==> config.mk <==
export PLATFORM = sky130hd
export DESIGN_NAME = pes_mulq
export DESIGN_NICKNAME = d
export VERILOG_FILES = /design/src/rtl/pes_pkg.sv /design/src/rtl/pes_mulq.sv
export SDC_FILE = /design/constraint.sdc
export NUM_CORES = 2
export LEC_CHECK = 0
export ABC_AREA = 0
export BUFFER_PORTS_ARGS = -buffer_cell sky130_fd_sc_hd__buf_2
export CAP_MARGIN = 20
export CORE_ASPECT_RATIO = 0.7
export CORE_MARGIN = 2
export CORE_UTILIZATION = 59
export CTS_CLUSTER_DIAMETER = 60
export DETAILED_ROUTE_END_ITERATION = 8
export PLACE_DENSITY_LB_ADDON = 0.15
export REMOVE_ABC_BUFFERS = 1
export SLEW_MARGIN = 30
export SYNTH_ARGS = -nofsm -noshare
export SYNTH_HDL_FRONTEND = slang
export SYNTH_SLANG_ARGS = --single-unit
==> constraint.sdc <==
create_clock -name i_clk -period 11.55 [get_ports i_clk]
set_input_delay 1.155 -clock i_clk [delete_from_list [all_inputs] [get_ports i_clk]]
set_output_delay 1.155 -clock i_clk [all_outputs]
set_load 0.01 [all_outputs]
==> src/rtl/pes_pkg.sv <==
// pes_pkg: shared types, constants and helpers of the postfix stack evaluator.
// No dependencies; compile first.
`default_nettype none

package pes_pkg;

    localparam int QW      = 48;   // Q32.16 word
    localparam int SYM_W   = 8;
    localparam int DEPTH_W = 5;

    typedef logic signed [QW-1:0] t_q;

    localparam t_q Q_MAX = {1'b0, {(QW-1){1'b1}}};
    localparam t_q Q_MIN = {1'b1, {(QW-1){1'b0}}};

    localparam logic [SYM_W-1:0] SYM_ZERO   = 8'h30;  // '0'
    localparam logic [SYM_W-1:0] SYM_NINE   = 8'h39;  // '9'
    localparam logic [SYM_W-1:0] SYM_ADD    = 8'h2B;  // '+'
    localparam logic [SYM_W-1:0] SYM_SUB    = 8'h2D;  // '-'
    localparam logic [SYM_W-1:0] SYM_F      = 8'h66;  // 'f'
    localparam logic [SYM_W-1:0] SYM_G      = 8'h67;  // 'g'
    localparam logic [SYM_W-1:0] SYM_TRIPLE = 8'h68;  // 'h'

    typedef enum logic [2:0] {
        OP_NONE,
        OP_DIGIT,
        OP_TRIPLE,
        OP_ADD,
        OP_SUB,
        OP_F,
        OP_G
    } t_op;

    // per-cycle command to each stack cell
    typedef enum logic [1:0] {
        CELL_HOLD,
        CELL_UP,    // take the value from the cell above (push / new head)
        CELL_DN1,   // take the value one cell below (pop one)
        CELL_DN2    // take the value two cells below (pop two)
    } t_cell_op;

    typedef struct packed {
        logic               ok;
        t_q                 value;
        logic [DEPTH_W-1:0] depth_left;
    } t_res;

    typedef struct packed {
        logic done;
        logic sat;
        t_q   prod;
    } t_mul_res;

    // true when a widened sum does not fit the Q word
    function automatic logic q_ovf(input logic signed [QW+1:0] v);
        return (v > (QW+2)'(Q_MAX)) || (v < (QW+2)'(Q_MIN));
    endfunction

endpackage

`default_nettype wire

==> src/rtl/pes_mulq.sv <==
// pes_mulq: iterative signed Q-format multiplier, one 24x24 partial product
// per cycle, then floor to FRAC_BITS and saturate. Depends on pes_pkg.
`default_nettype none

module pes_mulq #(
    parameter int FRAC_BITS = 16
) (
    input  logic              i_clk,
    input  logic              i_rst_n,
    input  logic              i_start,
    input  pes_pkg::t_q       i_x,
    input  pes_pkg::t_q       i_y,
    output pes_pkg::t_mul_res o_res
);
    import pes_pkg::*;

    localparam int HW = QW / 2;
    localparam int PW = 2 * QW;

    localparam logic [1:0] M_IDLE = 2'd0;
    localparam logic [1:0] M_ACC  = 2'd1;
    localparam logic [1:0] M_RND  = 2'd2;

    logic [1:0]    r_state;
    logic [1:0]    r_cnt;
    logic [QW-1:0] r_ux;
    logic [QW-1:0] r_uy;
    logic          r_neg;
    logic [PW-1:0] r_acc;
    logic          r_done;
    logic          r_sat;
    t_q            r_prod;

    logic [QW-1:0]   abs_x;
    logic [QW-1:0]   abs_y;
    logic [HW-1:0]   x_half;
    logic [HW-1:0]   y_half;
    logic [2*HW-1:0] pp;
    logic [PW-1:0]   pp_sh;
    logic [PW-1:0]   rnd_mask;
    logic [PW-1:0]   q;
    logic [PW-1:0]   lim;
    logic            rem;
    logic            ovf;

    assign abs_x = i_x[QW-1] ? QW'(-i_x) : QW'(i_x);
    assign abs_y = i_y[QW-1] ? QW'(-i_y) : QW'(i_y);

    // r_cnt walks (lo,lo) (lo,hi) (hi,lo) (hi,hi)
    assign x_half = r_cnt[1] ? r_ux[QW-1:HW] : r_ux[HW-1:0];
    assign y_half = r_cnt[0] ? r_uy[QW-1:HW] : r_uy[HW-1:0];
    assign pp     = x_half * y_half;

    always_comb begin
        case (r_cnt) inside
            2'b00:        pp_sh = PW'(pp);
            2'b01, 2'b10: pp_sh = PW'(pp) << HW;
            default:      pp_sh = PW'(pp) << (2 * HW);
        endcase
    end

    // magnitude floor toward minus infinity: round up when negative and inexact
    assign rnd_mask = (PW'(1) << FRAC_BITS) - PW'(1);
    assign rem      = |(r_acc & rnd_mask);
    assign q        = (r_acc >> FRAC_BITS) + PW'(r_neg && rem);
    assign lim      = r_neg ? {{QW{1'b0}}, Q_MIN} : {{QW{1'b0}}, Q_MAX};
    assign ovf      = q > lim;

    always_ff @(posedge i_clk) begin
        if (!i_rst_n) begin
            r_state <= M_IDLE;
            r_cnt   <= '0;
            r_done  <= 1'b0;
        end else begin
            r_done <= 1'b0;
            unique case (r_state)
                M_IDLE: begin
                    if (i_start) begin
                        r_state <= M_ACC;
                        r_cnt   <= '0;
                    end
                end
                M_ACC: begin
                    r_cnt <= r_cnt + 2'd1;
                    if (r_cnt == 2'd3) begin
                        r_state <= M_RND;
                    end
                end
                M_RND: begin
                    r_done  <= 1'b1;
                    r_state <= M_IDLE;
                end
                default: r_state <= M_IDLE;
            endcase
        end
    end

    always_ff @(posedge i_clk) begin
        if (r_state == M_IDLE && i_start) begin
            r_ux  <= abs_x;
            r_uy  <= abs_y;
            r_neg <= i_x[QW-1] ^ i_y[QW-1];
            r_acc <= '0;
        end else if (r_state == M_ACC) begin
            r_acc <= r_acc + pp_sh;
        end
        if (r_state == M_RND) begin
            r_sat <= ovf;
            if (ovf) begin
                r_prod <= r_neg ? Q_MIN : Q_MAX;
            end else begin
                r_prod <= r_neg ? -t_q'(q[QW-1:0]) : t_q'(q[QW-1:0]);
            end
        end
    end

    assign o_res = '{done: r_done, sat: r_sat, prod: r_prod};

endmodule

`default_nettype wire

==> key figures <==
Status
  • Status: complete, no violations

Yosys
  • Synth top area cells: fa_1, edfxtp_1, ha_1
  • Largest family of logic cells by synthesized area: adder cells
  • Synth warn: 0
  • Post-Synth XOR/XNOR Area: under 10%
  • Ys async rst share: 0%
  • Post-synth EDFFs: about 150
  • Synth Area in Adders: between 30% and 40%
  • Top FF cell, synth: edfxtp_1
  • Yosys reg bits: between 200 and 250
  • Register area share after synthesis: between 15 and 20%
  • Share of the synthesized area in the top cell type: between 20% and 30%
  • Syn avg cell area: between 8 and 9 um2
  • Cell type with the largest total area after synthesis: fa_1
  • Synth Area in Compound Gates: about 14%
  • Multiplexer share of the synthesized area: 3.12%
  • Syn Inst Count: ~4.9k
  • Synth cell types: 80
  • Cell Area, Synth: between 40000 and 50000 um2
  • Synth Area in Simple Gates: 18.6%

Floorplan
  • Core Region: slightly below 70000 um2
  • Die H: ~220 um
  • Area of the die: just over 70000 um2
  • Starting Density: roughly three fifths
  • # rows: 80
  • Die width: roughly 320 um
  • Ports: 149

CTS
  • Root Driver: clkbuf_16
  • Clk slew on worst S/H paths: about 0.07 ns
  • H-Tree Depth: 1
  • Num CTS Buffers: 29
  • Sink Count: 247
  • Hold buffer count at CTS: 0
  • Clock latency at the later pin of the worst-skew pair: ~0.64 ns
  • TritonCTS clock tree: built
  • Clock tree buffer depth: 3

Routing
  • DRC Markers: 0
  • DRT iter0 DRCs: 4583
  • Total Wirelength: between 100 and 150 mm
  • First-pass DRT Iterations: 6
  • Vias after detailed routing: 37.5k
  • Avg WL per Cell: around 23 um
  • ANT nets after route: 0
  • Via density: 6.10

Global routing
  • GR Util All Layers: 39.9%
  • Overflow after GRT: 0
  • Initial antenna violation count: 4
  • Pin count of the biggest net entering global routing: between 90 and 100
  • First-pass GRT wire length: roughly 210 mm
  • Vias in the first global route: approximately 34k

Min path
  • Hold worst-path end: r_acc[13]
  • Min-delay src: r_acc[13]
  • WHS Path Cells: 2
  • Hold crit path type: flip-flop to flip-flop

Flow run
  • Max-Cap Viols: 0

Worst setup path
  • CP startpoint kind: flip-flop
  • Delay-heaviest family, CP: adder cells
  • Critical path required time: approximately 12 ns
  • Endpoint class of the critical path: flip-flop
  • Critical path type: flip-flop to flip-flop
  • Reg2Reg Depth: between 40 and 50
  • Crit path DAT: between 10 and 15 ns
  • WP buf/inv: 14
  • Reg-to-reg startpoint: r_cnt[1]
  • CP peak stage delay: approximately 0.57 ns
  • Crit path top cell by count: buf_4
  • Worst Path Max Fanout: 7
  • Crit path max-delay cell type: fa_1
  • FF-to-FF setup slack: between 0.2 and 0.25 ns
  • R2r endpoint: r_acc[95]

Cells and area
  • Share of post-route cells with drive strength above 1: between 10% and 20%
  • Area grow syn2layout: 15.1%
  • Area of the multi-input gates: a little over 30000 um2
  • Fillers: 5582
  • Reg area: 6410 um2
  • Fin nets: ~6.1k

STA
  • Final Max Slew Viols: 0
  • Fmax: approximately 88 MHz
  • Final period utilization: approximately 98%
  • Setup slack after layout: 0.215 ns
  • Hold Vio Cnt, Final: 0
  • Final Skew: roughly 0.029 ns
  • Final setup fails: 0
  • Worst-margin pin slew: 1.03 ns
  • Relative slew slack: roughly 31%
  • Tmin final: between 10 and 15 ns

Placement
  • Detailed placement HPWL: ~120 mm
  • Worst slack, placed: -0.476 ns
  • Routability cong.: roughly 1
  • Buffers on Ports: 148
## worst max-delay path by stage
stage	startpoint	end	cells after the start
floorplan	r_cnt[1]	r_acc[94]	40
global placement	r_cnt[0]	r_acc[86]	48
detailed placement	r_cnt[0]	r_acc[86]	48
CTS	r_cnt[1]	r_acc[86]	47
global route	r_cnt[1]	r_acc[82]	48
finish	r_cnt[1]	r_acc[95]	47
## through the flow
| stage | hold WS (ns) | cell area (um2) | util, % | TNS [ns] | std cells |
|---|---|---|---|---|---|
| finish | 0.485 | 46300 | 68.3 | 0 | 6148 |
| global route | 0.508 | 46300 | 68.3 | -0.362 | 6143 |
| CTS | 0.479 | 45400 | 66.9 | 0 | 6099 |
| detailed placement | 0.469 | 44100 | 65.0 | -4.66 | 6035 |
| global placement | 0.461 | 44100 | 65.0 | -1.21 | 6035 |
| floorplan | 0.449 | 39400 | - | -22.29 | 4649 |
## tightest hold or removal path, stage by stage, from the launching register on
cell and delay [ns]:
dfxtp_1 0.33, nand2_1 0.06, a21oi_1 0.05
## state kept, by name, summed over array words and instances, names as in the netlist
register,cells
r_sat,1
r_cnt,2
r_uy,48
r_state,2
r_acc,96
r_prod,48
r_neg,1
r_ux,48
r_done,1
## cells in the final DEF, fill, tap and decap left out, types with 71 or more instances in the layout
cell	n
o21ai_0	166
nand3_1	81
buf_2	148
nand4_1	71
buf_4	337
fa_1	477
nand2_1	635
nor2_1	498
dfxtp_1	99
inv_1	637
a21o_1	99
ha_1	321
a21oi_1	270
xnor2_1	206
edfxtp_1	146
## area by class of cell
type                       count  area share [%]
antenna                        5          0.0270
clock buffer                  40            1.72
clock inverter                14           0.435
inverter                     641            5.20
multi-input combinational   3761            67.3
sequential                   247            13.8
tap                          902            2.44
timing repair buffer         538            9.03
## synthesized netlist by cell type, drive strengths merged, types with 25 or more instances
master and n:
a211oi 25, a21o 99, a21oi 278, a31oi 33, and2 65, and3 39, clkbuf 206, dfxtp 101
edfxtp 146, fa 483, ha 323, inv 639, mux2 51, mux2i 68, nand2 635, nand3 82
nand4 71, nor2 503, nor3 69, nor4 33, o21ai 177, o21bai 41, o22ai 38, o31ai 49
or3 41, or4 26, xnor2 209, xor2 69
## what timing repair did
| item | CTS | global route |
|---|---|---|
| setup endpoints to repair | 16 | 31 |
| setup buffers | 8 | 41 |
| gates cloned | 2 | 3 |
| resized for setup | 37 | 104 |
| pin swaps | 5 | 34 |
## cell families after synthesis
kind of cell / Yosys count
multiplexers: 119
AO/OA/AOI/OAI: 900
flip-flops: 247
adder cells (fa/ha/maj): 806
AND/OR/NAND/NOR: 1658
buffers and inverters: 862
XOR/XNOR: 278
## routing by layer
| layer | share of wire (%) | track usage, % | up-vias |
|---|---|---|---|
| li1 | - | - | 17009 |
| met1 | 44 | 60.8 | 18079 |
| met4 | 1.6 | 5.96 | 8 |
| met5 | 0.16 | 2.48 | - |
| met2 | 37 | 49.7 | 2235 |
| met3 | 17 | 20.9 | 176 |
Power is not shown: default switching activity piles up to over one toggle a cycle in this logic, so the estimate is an artifact.
