--- src/rtl/pes_pkg.sv ---
// pes_pkg: shared types, constants and helpers of the postfix stack evaluator.
// No dependencies; compile first.
`default_nettype none

package pes_pkg;

    localparam int QW      = 48;   // Q32.16 word
    localparam int SYM_W   = 8;
    localparam int DEPTH_W = 5;

    typedef logic signed [QW-1:0] t_q;

    localparam t_q Q_MAX = {1'b0, {(QW-1){1'b1}}};
    localparam t_q Q_MIN = {1'b1, {(QW-1){1'b0}}};

    localparam logic [SYM_W-1:0] SYM_ZERO   = 8'h30;  // '0'
    localparam logic [SYM_W-1:0] SYM_NINE   = 8'h39;  // '9'
    localparam logic [SYM_W-1:0] SYM_ADD    = 8'h2B;  // '+'
    localparam logic [SYM_W-1:0] SYM_SUB    = 8'h2D;  // '-'
    localparam logic [SYM_W-1:0] SYM_F      = 8'h66;  // 'f'
    localparam logic [SYM_W-1:0] SYM_G      = 8'h67;  // 'g'
    localparam logic [SYM_W-1:0] SYM_TRIPLE = 8'h68;  // 'h'

    typedef enum logic [2:0] {
        OP_NONE,
        OP_DIGIT,
        OP_TRIPLE,
        OP_ADD,
        OP_SUB,
        OP_F,
        OP_G
    } t_op;

    // per-cycle command to each stack cell
    typedef enum logic [1:0] {
        CELL_HOLD,
        CELL_UP,    // take the value from the cell above (push / new head)
        CELL_DN1,   // take the value one cell below (pop one)
        CELL_DN2    // take the value two cells below (pop two)
    } t_cell_op;

    typedef struct packed {
        logic               ok;
        t_q                 value;
        logic [DEPTH_W-1:0] depth_left;
    } t_res;

    typedef struct packed {
        logic done;
        logic sat;
        t_q   prod;
    } t_mul_res;

    // true when a widened sum does not fit the Q word
    function automatic logic q_ovf(input logic signed [QW+1:0] v);
        return (v > (QW+2)'(Q_MAX)) || (v < (QW+2)'(Q_MIN));
    endfunction

endpackage

`default_nettype wire

--- src/rtl/pes_cell.sv ---
// pes_cell: one entry of the shift-register operand stack; loads from its
// upper or lower neighbors or holds. Depends on pes_pkg.
`default_nettype none

module pes_cell (
    input  logic               i_clk,
    input  pes_pkg::t_cell_op  i_op,
    input  pes_pkg::t_q        i_up,
    input  pes_pkg::t_q        i_dn1,
    input  pes_pkg::t_q        i_dn2,
    output pes_pkg::t_q        o_q
);
    import pes_pkg::*;

    t_q r_q;
    t_q n_q;

    always_comb begin
        case (i_op)
            CELL_UP:  n_q = i_up;
            CELL_DN1: n_q = i_dn1;
            CELL_DN2: n_q = i_dn2;
            default:  n_q = r_q;
        endcase
    end

    always_ff @(posedge i_clk) begin
        r_q <= n_q;
    end

    assign o_q = r_q;

endmodule

`default_nettype wire

--- config.mk ---
export PLATFORM = sky130hd
export DESIGN_NAME = pes_cell
export DESIGN_NICKNAME = d
export VERILOG_FILES = /design/src/rtl/pes_pkg.sv /design/src/rtl/pes_cell.sv
export SDC_FILE = /design/constraint.sdc
export NUM_CORES = 1
export LEC_CHECK = 0
export BUFFER_PORTS_ARGS = -buffer_cell sky130_fd_sc_hd__buf_4
export CORE_MARGIN = 2
export CORE_UTILIZATION = 36
export CTS_CLUSTER_DIAMETER = 60
export DETAILED_ROUTE_END_ITERATION = 8
export GPL_ROUTABILITY_DRIVEN = 0
export GPL_TIMING_DRIVEN = 0
export PLACE_DENSITY = 0.81
export SLEW_MARGIN = 15
export SYNTH_ARGS = -nofsm -noshare
export SYNTH_HDL_FRONTEND = slang
export SYNTH_SLANG_ARGS = --single-unit
--- constraint.sdc ---
create_clock -name i_clk -period 1.7 [get_ports i_clk]
set_clock_uncertainty 0.1 [all_clocks]
set_input_delay 0.085 -clock i_clk [delete_from_list [all_inputs] [get_ports i_clk]]
set_output_delay 0.085 -clock i_clk [all_outputs]
set_load 0.05 [all_outputs]
==> run summary, run 1 <==
The flow ran to the end, and the final reports show no timing, DRC or antenna violations. The slew at the pin closest to its max-slew limit was 669.6 ps. Total half-perimeter wirelength after legalization and detailed placement: 5867 um.

The run gives 0 as the remaining design rule violation count. The clock transition at the register clock pins on the worst setup and hold paths after CTS was 80 ps; the overall routing resource usage was 0.1931. Walking the worst path, the cells encountered are buf_2 -> buf_2 -> or2_4. Setup repair after global routing left no endpoint under its margin. The highest net fanout along the worst path came out at 48. Number of filler cells placed in the layout: 567.

The overall die area is 0.007525 mm2. The leakage power is 1.964 nW, and the instance area after placement is 0.004006 mm2. The category of the worst setup path capture point is a flop. The internal power of the cells totals 2.239 mW. The portion of the clock cycle consumed by the worst path in the final layout was 0.7515. From left edge to right edge, the die measures 86.75 um. The type of the worst setup path is in2reg. The run gives 210 as the count of mapped cells out of synthesis.

Cell at the root of the clock tree: clkbuf_8. The post-synth design cell area was 0.002465 mm2; the quantity of I/O buffers inserted on ports was 192. Before antenna repair, the detailed router went through 4 iterations. The sequential cell area fraction in the yosys report is 0.5848. The min-delay analysis places its worst path in the category in2reg.

The number of maximum-capacitance violations was 0. In this run, synthesis produced a sequential element count of 48. The run gives 48 as the count of clock tree sinks. The logs give 0 for the final number of setup-violating endpoints and 30 for the number of cell rows. On the worst path, the slowest cell contributes a delay of 600 ps. The routed design has 7518 um of wire. The design draws 3.384 mW. The logs give 0 for the count of synthesis-stage warnings from yosys and 2 for the maximum level of the CTS H-tree. The tools report the capture endpoint of the worst hold path as o_q[47]$_DFFE_PP_. The run gives 0.5536 as the headroom to the max-slew limit. Timing would allow up to 782.7 MHz. The largest net degree at the start of global routing was 49. The detail-routed via count per cell is 4.841. The net count of the finished layout is 558. In this run the power spent charging and discharging nets is 1.145 mW.

After layout, the minimum clock period comes to 1278 ps. Starting density of the core: 0.3669. Among all stages on the critical path, the largest delay is contributed by or2_4.

The portion of total power attributed to sequential cells was 0.444; the power density of the placed cells was 824.0 mW/mm2. The total negative slack for setup checks was 0 ps. The post-placement worst setup slack was -273.9 ps; the share of layout cells above drive strength 1 was 0.5109. The number of nets produced by synthesis came out at 357. In the post-synthesis netlist, the biggest area contributors are edfxtp_1, mux2i_1, a21oi_1, nor2_1, buf_2. The most frequent standard cell in the layout excluding fill and tap cells was buf_4. The core outline area is 0.006719 mm2.

The logs give 0 for the post-CTS setup repair buffer count and 0.004106 mm2 for the final instance area. Share of total power in combinational logic: 0.368. Yosys mapped the design onto 11 distinct sky130hd cell types. For the final antenna diode count, the log shows 0. The tools report the number of antenna violations at the first check in global routing as 0.

The final number of hold-violating endpoints was 0. Relative to the synthesized area, the layout overhead comes to 66.60%. The synthesized design spends more area on one cell type than any other, namely edfxtp_1.

The logs give 84 for the number of design-rule violations left by the first detailed-router iteration and 422.4 ps for the worst setup slack after layout. The longest clock path from root to sink contains 2 buffers. The flip-flop count of the largest register after layout works out to 48. The count of vias placed by the detailed router is 2,377, and the peak ir drop on the vdd network is 304.9 uV. The number of instances on the worst hold path works out to 3. The dominant cell type by count on the critical path was buf_2.

Proportion of power drawn by the clock network: 0.187. STA puts the critical path data arrival time at 1110 ps. TritonCTS created 5 clock buffers. The fraction of power spent switching nets is 0.3384, and the synthesized area divided by synthesized cell count is 11.74 um2. The library cells used most frequently in the layout, excluding fill and tap cells, are buf_4, mux2i_1, nor2_1, a21oi_1, edfxtp_1. The number of nets still failing antenna checks after routing is 0.

The origin of the worst min-delay path was i_up[47]. The floorplan step set the die height to 86.75 um. The number of top-level pins is 195, and the total grt overflow is 0.

The worst hold-check slack is 14.62 ps, and the final routed wire length divided by cell count is 15.31 um. The first global-routing pass estimated 11,130 um of wire. The number of max-slew violations in the final report was 0; the proportion of netlist area held by the largest area contributor was 0.5848.

For the via count of the first global-routing pass, the log shows 2,423. STA classifies the critical path startpoint as an input port. For the worst setup path, the data required time is 1530 ps. TritonCTS built the clock tree.
## per-stage QoR
step                        util  cells
after global routing      0.6112    491
after floorplan                -    210
after CTS                 0.6108    491
after global placement    0.5963    482
after detailed placement  0.5963    482
final                     0.6112    491
## layer usage
layer	routed length (um)	track usage
met5	0	0
met1	2607	0.2055
met4	70	0.05540
met3	859	0.07143
met2	3981	0.3552
## critical path, delay by kind of cell
kind | cells | cell delay (ps)
AND/OR/NAND/NOR | 1 | 600
buffers and inverters | 2 | 390
## layout make-up
type | instances | area, um2 | share of cell area
plain buffers | 17 | 116.4 | 0.02834
clock buffers | 6 | 72.57 | 0.01767
clock inverters | 1 | 5.005 | 0.001219
multi-input cells | 145 | 909.6 | 0.2215
flip-flops and latches | 48 | 1441 | 0.3510
well taps | 80 | 100.1 | 0.02438
repair buffers | 194 | 1461 | 0.3559
## synthesized netlist by cell type
library cell,count
buf_2,5
buf_4,3
mux2i_1,48
nor2_1,48
buf_8,1
edfxtp_1,48
buf_6,1
buf_12,1
a21oi_1,48
or2_2,1
clkbuf_1,6
## logic make-up (layout without fill, tap and decap cells)
group | count (synthesis) | after routing | share of synthesized area
AND/OR/NAND/NOR | 49 | 49 | 0.07564
flip-flops | 48 | 48 | 0.5848
AO/OA/AOI/OAI | 48 | 48 | 0.09746
multiplexers | 48 | 48 | 0.1949
buffers and inverters | 17 | 218 | 0.04720
## power groups by stage
stage / Clock, mW / Combinational, mW / Sequential, mW
3_3_place_gp: 0 / 1.23 / 1.52
4_1_cts: 0.665 / 1.25 / 1.51
5_1_grt: 0.705 / 1.31 / 1.52
3_5_place_dp: 0 / 1.25 / 1.53
6_report: 0.634 / 1.25 / 1.50
2_1_floorplan: 0 / 0.225 / 2.02
## worst max-delay path by stage
stage                     cells after the start     from                 to
after floorplan                               4  i_op[0]   o_q[0]$_DFFE_PP_
after global placement                        3  i_op[1]  o_q[17]$_DFFE_PP_
after detailed placement                      3  i_op[1]  o_q[20]$_DFFE_PP_
after CTS                                     3  i_op[1]   o_q[9]$_DFFE_PP_
after global routing                          3  i_op[1]   o_q[8]$_DFFE_PP_
final                                         3  i_op[1]   o_q[8]$_DFFE_PP_
## timing repair
item                       4_1_cts  5_1_grt
gates resized for setup          0        1
hold endpoints to repair         2        0
setup endpoints to repair        0       48
hold buffers                     2        0
(Power assumes the default switching activity.)
==> run 2: changes to the inputs <==
- CORE_UTILIZATION: 36 -> 40
- PLACE_DENSITY: 0.81 -> 0.85
- clock period: 1.7 -> 1.2 ns (I/O delays scaled with it)
==> run summary, run 2 (same netlist as run 1, synthesis figures left out) <==
The number of cell rows is 28 (-6.7%), and the final number of hold-violating endpoints is 0 (unchanged). The flow ran to the end, and the final reports show no timing, DRC or antenna violations. The critical path buffer and inverter count came out at 1 (-1). Among all stages on the critical path, the largest delay is contributed by edfxtp_1.

Quantity of I/O buffers inserted on ports: 192 (unchanged). The height of the die is 82.50 um (-4.9%). The final number of setup-violating endpoints is 0 (unchanged), and the number of instances on the worst hold path is 3 (unchanged). The number of nets still failing antenna checks after routing is 0 (unchanged).

In the layout the commonest cells are buf_4, mux2i_1, nor2_1, a21oi_1, edfxtp_1. The power density of the placed cells was 1112 mW/mm2 (+35%). The largest stage delay on the critical path is 390 ps (-210 ps).

Leakage power: 2.102 nW (+7.0%). For the flip-flop and latch area, the log shows 0.001441 mm2 (unchanged). The remaining design rule violation count is 0 (unchanged). For the global-route wire length before repair, the log shows 11,920 um (+7.1%). Highest net fanout along the worst path: 1 (-98%). The tools report the cell total after placement as 477 (-1.0%). The total half-perimeter wirelength after legalization and detailed placement was 5914 um (+0.80%); the clock period minus final worst setup slack was 1060 ps. The run gives 918.4 um2 (+0.96%) as the footprint of the multi-input gates.

The post-CTS setup repair buffer count was 0 (unchanged). The critical path goes through buf_4. The chip width was 82.50 um (-4.9%); the overall die area was 0.006806 mm2 (-9.5%). The library cell used most frequently in the layout, excluding fill and tap cells, is buf_4. The worst hold path terminates at o_q[21]$_DFFE_PP_.

The worst setup slack after layout was 140.0 ps (-282.4 ps). The run gives 0.4139 (+0.04701) as the starting density of the core. The wire length reported by the detailed router came out at 8387 um (+12%). For the required time of the critical path, the log shows 1040 ps (-490 ps).

The number of antenna violations at the first check in global routing came out at 0 (unchanged). Setup repair after global routing left no endpoint under its margin. The tightest min-delay check is of the in2reg type. The overall routing resource usage was 0.2382 (+0.04517). The peak ir drop on the vdd network is 543.7 uV (+78%). The run gives 68 (-19%) as the number of design-rule violations left by the first detailed-router iteration.

The deepest clock path buffer count was 2 (unchanged). From synthesis to final layout, the design area changed by 79.85%. For the via count of the first global-routing pass, the log shows 2,634 (+8.7%). The run gives 25 (-49%) as the largest net degree at the start of global routing. For the final antenna diode count, the log shows 0 (unchanged). STA classifies the critical path startpoint as a flop.

The share of layout cells above drive strength 1 is 0.4752 (-0.03572), and the slew at the pin closest to its max-slew limit is 503.9 ps (-165.6 ps). The count of clock tree sinks came out at 48 (unchanged). TritonCTS built the clock tree. The headroom to the max-slew limit is 0.6640 (+0.1104). The run gives 0 ps (unchanged) as the total negative slack for setup checks. For the number of maximum-capacitance violations, the log shows 0 (unchanged). The endpoint arrival time on the critical path was 900 ps (-210 ps). The worst setup path is of the reg2out kind. For the number of max-slew violations in the final report, the log shows 0 (unchanged).

The number of filler cells placed in the layout was 420 (-26%). The clock transition at the register clock pins on the worst setup and hold paths after CTS came out at 90 ps (about the same). The critical path's top delay family is flip-flops. For the total grt overflow, the log shows 0 (unchanged). The detail-routed via count per cell works out to 4.944 (+2.1%). The number of nets in the layout came out at 591 (+5.9%). Derived from the worst setup path, the maximum achievable clock frequency is 943.4 MHz. The post-placement worst setup slack is -365.5 ps (-91.60 ps). Origin of the worst min-delay path: i_up[21]. Number of cells in the finished layout apart from fillers: 519 (+5.7%). The detailed-router iteration count before antenna repair was 4 (unchanged); the final routed wire length divided by cell count was 16.16 um (+5.5%). The flip-flop count of the largest register after layout came out at 48 (unchanged).

The worst setup path is captured at an output port. The core outline area was 0.005956 mm2 (-11%); the maximum level of the CTS H-tree was 2 (unchanged). Number of buffers inserted during clock tree synthesis: 5 (unchanged).

The count of vias placed by the detailed router is 2,566 (+8.0%), and the portion of the clock cycle consumed by the worst path in the final layout is 0.8833. In this run the clock root is driven by a clkbuf_8. The tools report the number of top-level pins as 195 (unchanged).
-- run 2: cell types whose count changed in the layout (fill, tap and decap cells not counted), sizes merged --
| cell | previous run | this run |
|---|---|---|
| dlygate4sd3 | 2 | 34 |
| or2 | 1 | 2 |
-- run 2: area by class of cell --
class | instances | area share
repair buffers | 226 | 0.4019
flip-flops and latches | 48 | 0.3251
multi-input cells | 146 | 0.2072
plain buffers | 17 | 0.02710
well taps | 75 | 0.02117
clock buffers | 6 | 0.01637
clock inverters | 1 | 0.001129
-- run 2: report_power, final --
part	internal [mW]	leakage [nW]	switching (mW)
clock	0.398	0.0410	0.530
combinational	0.771	1.58	1.10
sequential	2.07	0.483	0.0587
total	3.24	2.10	1.68
-- run 2: how the worst max path moves through the flow --
| stage | startpoint | endpoint | slack [ps] | depth (start not counted) |
|---|---|---|---|---|
| 6_report | o_q[47]$_DFFE_PP_ | o_q[47] | 140 | 1 |
| 3_3_place_gp | i_op[1] | o_q[11]$_DFFE_PP_ | -350 | 3 |
| 3_5_place_dp | i_op[1] | o_q[16]$_DFFE_PP_ | -370 | 3 |
| 2_1_floorplan | i_op[0] | o_q[0]$_DFFE_PP_ | -120 | 4 |
| 4_1_cts | i_op[1] | o_q[7]$_DFFE_PP_ | 30 | 3 |
| 5_1_grt | o_q[33]$_DFFE_PP_ | o_q[33] | 100 | 1 |
-- run 2: stage by stage --
stage	hold WS [ps]	area, um2	util	total power [mW]
floorplan	189.9	2471	-	3.189
CTS	1.646	4431	0.7439	4.948
global route	5.709	4433	0.7443	5.113
global placement	279.1	4006	0.6727	3.903
detailed placement	289.2	4006	0.6727	3.943
finish	4.163	4433	0.7443	4.928
-- run 2: timing repair --
action	in CTS	in global routing
endpoints found under the hold margin	34	0
setup endpoints to repair	48	24
gates resized for setup	0	1
pin swaps	1	0
hold buffers	34	0
cloned	1	0
-- run 2: metal layers --
layer  GRT usage  up-vias  wire (um)
met5           0        -          0
met4      0.1082        0        240
met3     0.07283       19        918
met2      0.4371      158       4394
met1      0.2477     1161       2833
li1            -     1228          -
==> run 3: changes to the inputs <==
- CELL_PAD_IN_SITES_DETAIL_PLACEMENT: default -> 0
- CELL_PAD_IN_SITES_GLOBAL_PLACEMENT: default -> 1
- CORE_UTILIZATION: 40 -> 28
- PLACE_DENSITY: 0.85 -> 0.84
==> run summary, run 3 (same netlist as run 1, synthesis figures left out) <==
The flow ran to the end, but the final reports show violations. The checks that failed: hold timing. The critical path is of the reg2out type. The run gives 2,496 (-2.7%) as the count of vias placed by the detailed router.

The quantity of I/O buffers inserted on ports was 192 (unchanged); the chip width was 97.83 um (+19%). The power density of the placed cells is 1080 mW/mm2 (-2.9%). The top cell types in the final layout, fill and taps aside, are buf_4, mux2i_1, nor2_1, a21oi_1, edfxtp_1.

For the largest net degree at the start of global routing, the log shows 25 (unchanged). The top achievable clock speed came out at 959.3 MHz (+1.7%). From synthesis to final layout, the design area changed by 84.97%. For the overall routing resource usage, the log shows 0.1657 (-0.07254). The post-placement worst setup slack is -430.9 ps (-65.37 ps), and the final antenna diode count is 0 (unchanged). Share of layout cells above drive strength 1: 0.4680 (-0.007234).

The tools report the total half-perimeter wirelength after legalization and detailed placement as 5875 um (-0.66%). The number of cell rows came out at 34 (+21%). For the count of clock tree sinks, the log shows 48 (unchanged). Clock transition at the register clock pins on the worst setup and hold paths after CTS: 90 ps (about the same). The overall die area is 0.009570 mm2 (+41%), and the leakage power is 2.140 nW (+1.8%). The post-CTS setup repair buffer count came out at 0 (unchanged). The final number of hold-violating endpoints was 1 (+1); the core outline area was 0.008636 mm2 (+45%). The headroom to the max-slew limit is 0.6735 (+0.009416), and the detail-routed via count per cell is 4.449 (-10%). The maximum level of the CTS H-tree is 2 (unchanged). The number of nets still failing antenna checks after routing is 0 (unchanged). The category of the worst setup path capture point is an output port. For the number of top-level pins, the log shows 195 (unchanged). For the number of maximum-capacitance violations, the log shows 0 (unchanged). The logs give 0 (unchanged) for the number of max-slew violations in the final report and 0 (unchanged) for the number of antenna violations at the first check in global routing.

The slew at the pin closest to its max-slew limit is 489.8 ps (-14.12 ps). The deepest clock path buffer count was 2 (unchanged). The signal on the critical path passes through buf_4.

The total grt overflow was 0 (unchanged). The slowest stage of the critical path belongs to the cell edfxtp_1. The logs give 0.5280 (-0.2164) for the final core utilization and 64 (-5.9%) for the number of design-rule violations left by the first detailed-router iteration. The run gives 0.2854 (-0.1284) as the starting density of the core.

The via count of the first global-routing pass was 2,711 (+2.9%). TritonCTS built the clock tree. Footprint of the multi-input gates: 918.4 um2 (unchanged). The largest stage delay on the critical path is 380 ps (about the same). In this run the worst hold path is classified as in2reg.

The number of buffers inserted during clock tree synthesis was 5 (unchanged). Instance area after placement: 0.004048 mm2 (+1.0%). The clock period minus final worst setup slack was 1042 ps (-17.55 ps). The number of filler cells placed in the layout was 796 (+90%); the final number of setup-violating endpoints was 0 (unchanged).

For the detailed-router iteration count before antenna repair, the log shows 4 (unchanged). The height of the die works out to 97.83 um (+19%). The tools report the critical path startpoint category as a flop. The flip-flop count of the largest register after layout is 48 (unchanged).

The run gives 1040 ps (about the same) as the required time of the critical path. The tools report the wire length reported by the detailed router as 7977 um (-4.9%). The logs give 0.004559 mm2 (+2.9%) for the final instance area and 510 (+6.9%) for the cell total after placement.

The run gives -2.802 ps (-6.965 ps) as the worst hold-check slack. The root buffer cell chosen for the clock tree is clkbuf_8. The tools report the endpoint arrival time on the critical path as 880 ps (-20 ps).

The global-route wire length before repair is 12,860 um (+7.9%). The critical path buffer and inverter count is 1 (unchanged), and the number of nets in the layout is 599 (+1.4%). The critical path's top delay family was flip-flops. The portion of the clock cycle consumed by the worst path in the final layout works out to 0.8687 (-0.01463). The peak ir drop on the vdd network is 483.8 uV (-11%). Most frequent standard cell in the layout excluding fill and tap cells: buf_4.

The final routed wire length divided by cell count was 14.22 um (-12%); the number of cells in the finished layout apart from fillers was 561 (+8.1%). The remaining design rule violation count came out at 0 (unchanged). For the worst setup slack after layout, the log shows 157.6 ps (+17.55 ps). The run gives 0.001441 mm2 (unchanged) as the flip-flop and latch area.

Setup repair after global routing left no endpoint under its margin. The highest net fanout along the worst path came out at 1 (unchanged).
run 3: cell count changes in the layout (fill, tap and decap cells not counted):
cell,delta
clkbuf_1,-1
clkinv_1,+1
clkinv_2,+1
dlygate4sd3_1,+8
run 3: worst paths after layout:
kind                          start                 to  slack (ps)  cells past startpoint
setup / recovery  o_q[43]$_DFFE_PP_            o_q[43]         160                      1
hold / removal             i_up[34]  o_q[34]$_DFFE_PP_          -3                      3
run 3: repair_timing:
item	4_1_cts	5_1_grt
endpoints found under the setup margin	48	0
gates resized for setup	1	0
endpoints found under the hold margin	42	0
hold buffers	42	0
run 3: per-layer routing:
metal	track usage	wire length (um)
met2	0.3172	4401
met4	0.03098	49
met5	0	0
met1	0.1867	2935
met3	0.04009	590
run 3: per-stage QoR:
| stage | TNS, ps | power (mW) |
|---|---|---|
| final | 0 | 4.923 |
| after global routing | 0 | 5.141 |
| after CTS | 0 | 4.976 |
| after detailed placement | -21870 | 3.939 |
| after global placement | -21150 | 3.914 |
| after floorplan | -5836 | 3.189 |
run 3: layout make-up:
| type | instances | share of cell area |
|---|---|---|
| buffer | 17 | 0.02634 |
| clock buffer | 5 | 0.01509 |
| clock inverter | 3 | 0.003019 |
| multi-input combinational | 146 | 0.2014 |
| sequential | 48 | 0.3161 |
| tap | 108 | 0.02964 |
| timing repair buffer | 234 | 0.4083 |
run 3: report_power, final:
group / internal (mW) / leakage [nW] / switching, mW
registers: 2.07 / 0.483 / 0.0522
clock network: 0.397 / 0.0453 / 0.524
logic: 0.788 / 1.61 / 1.09
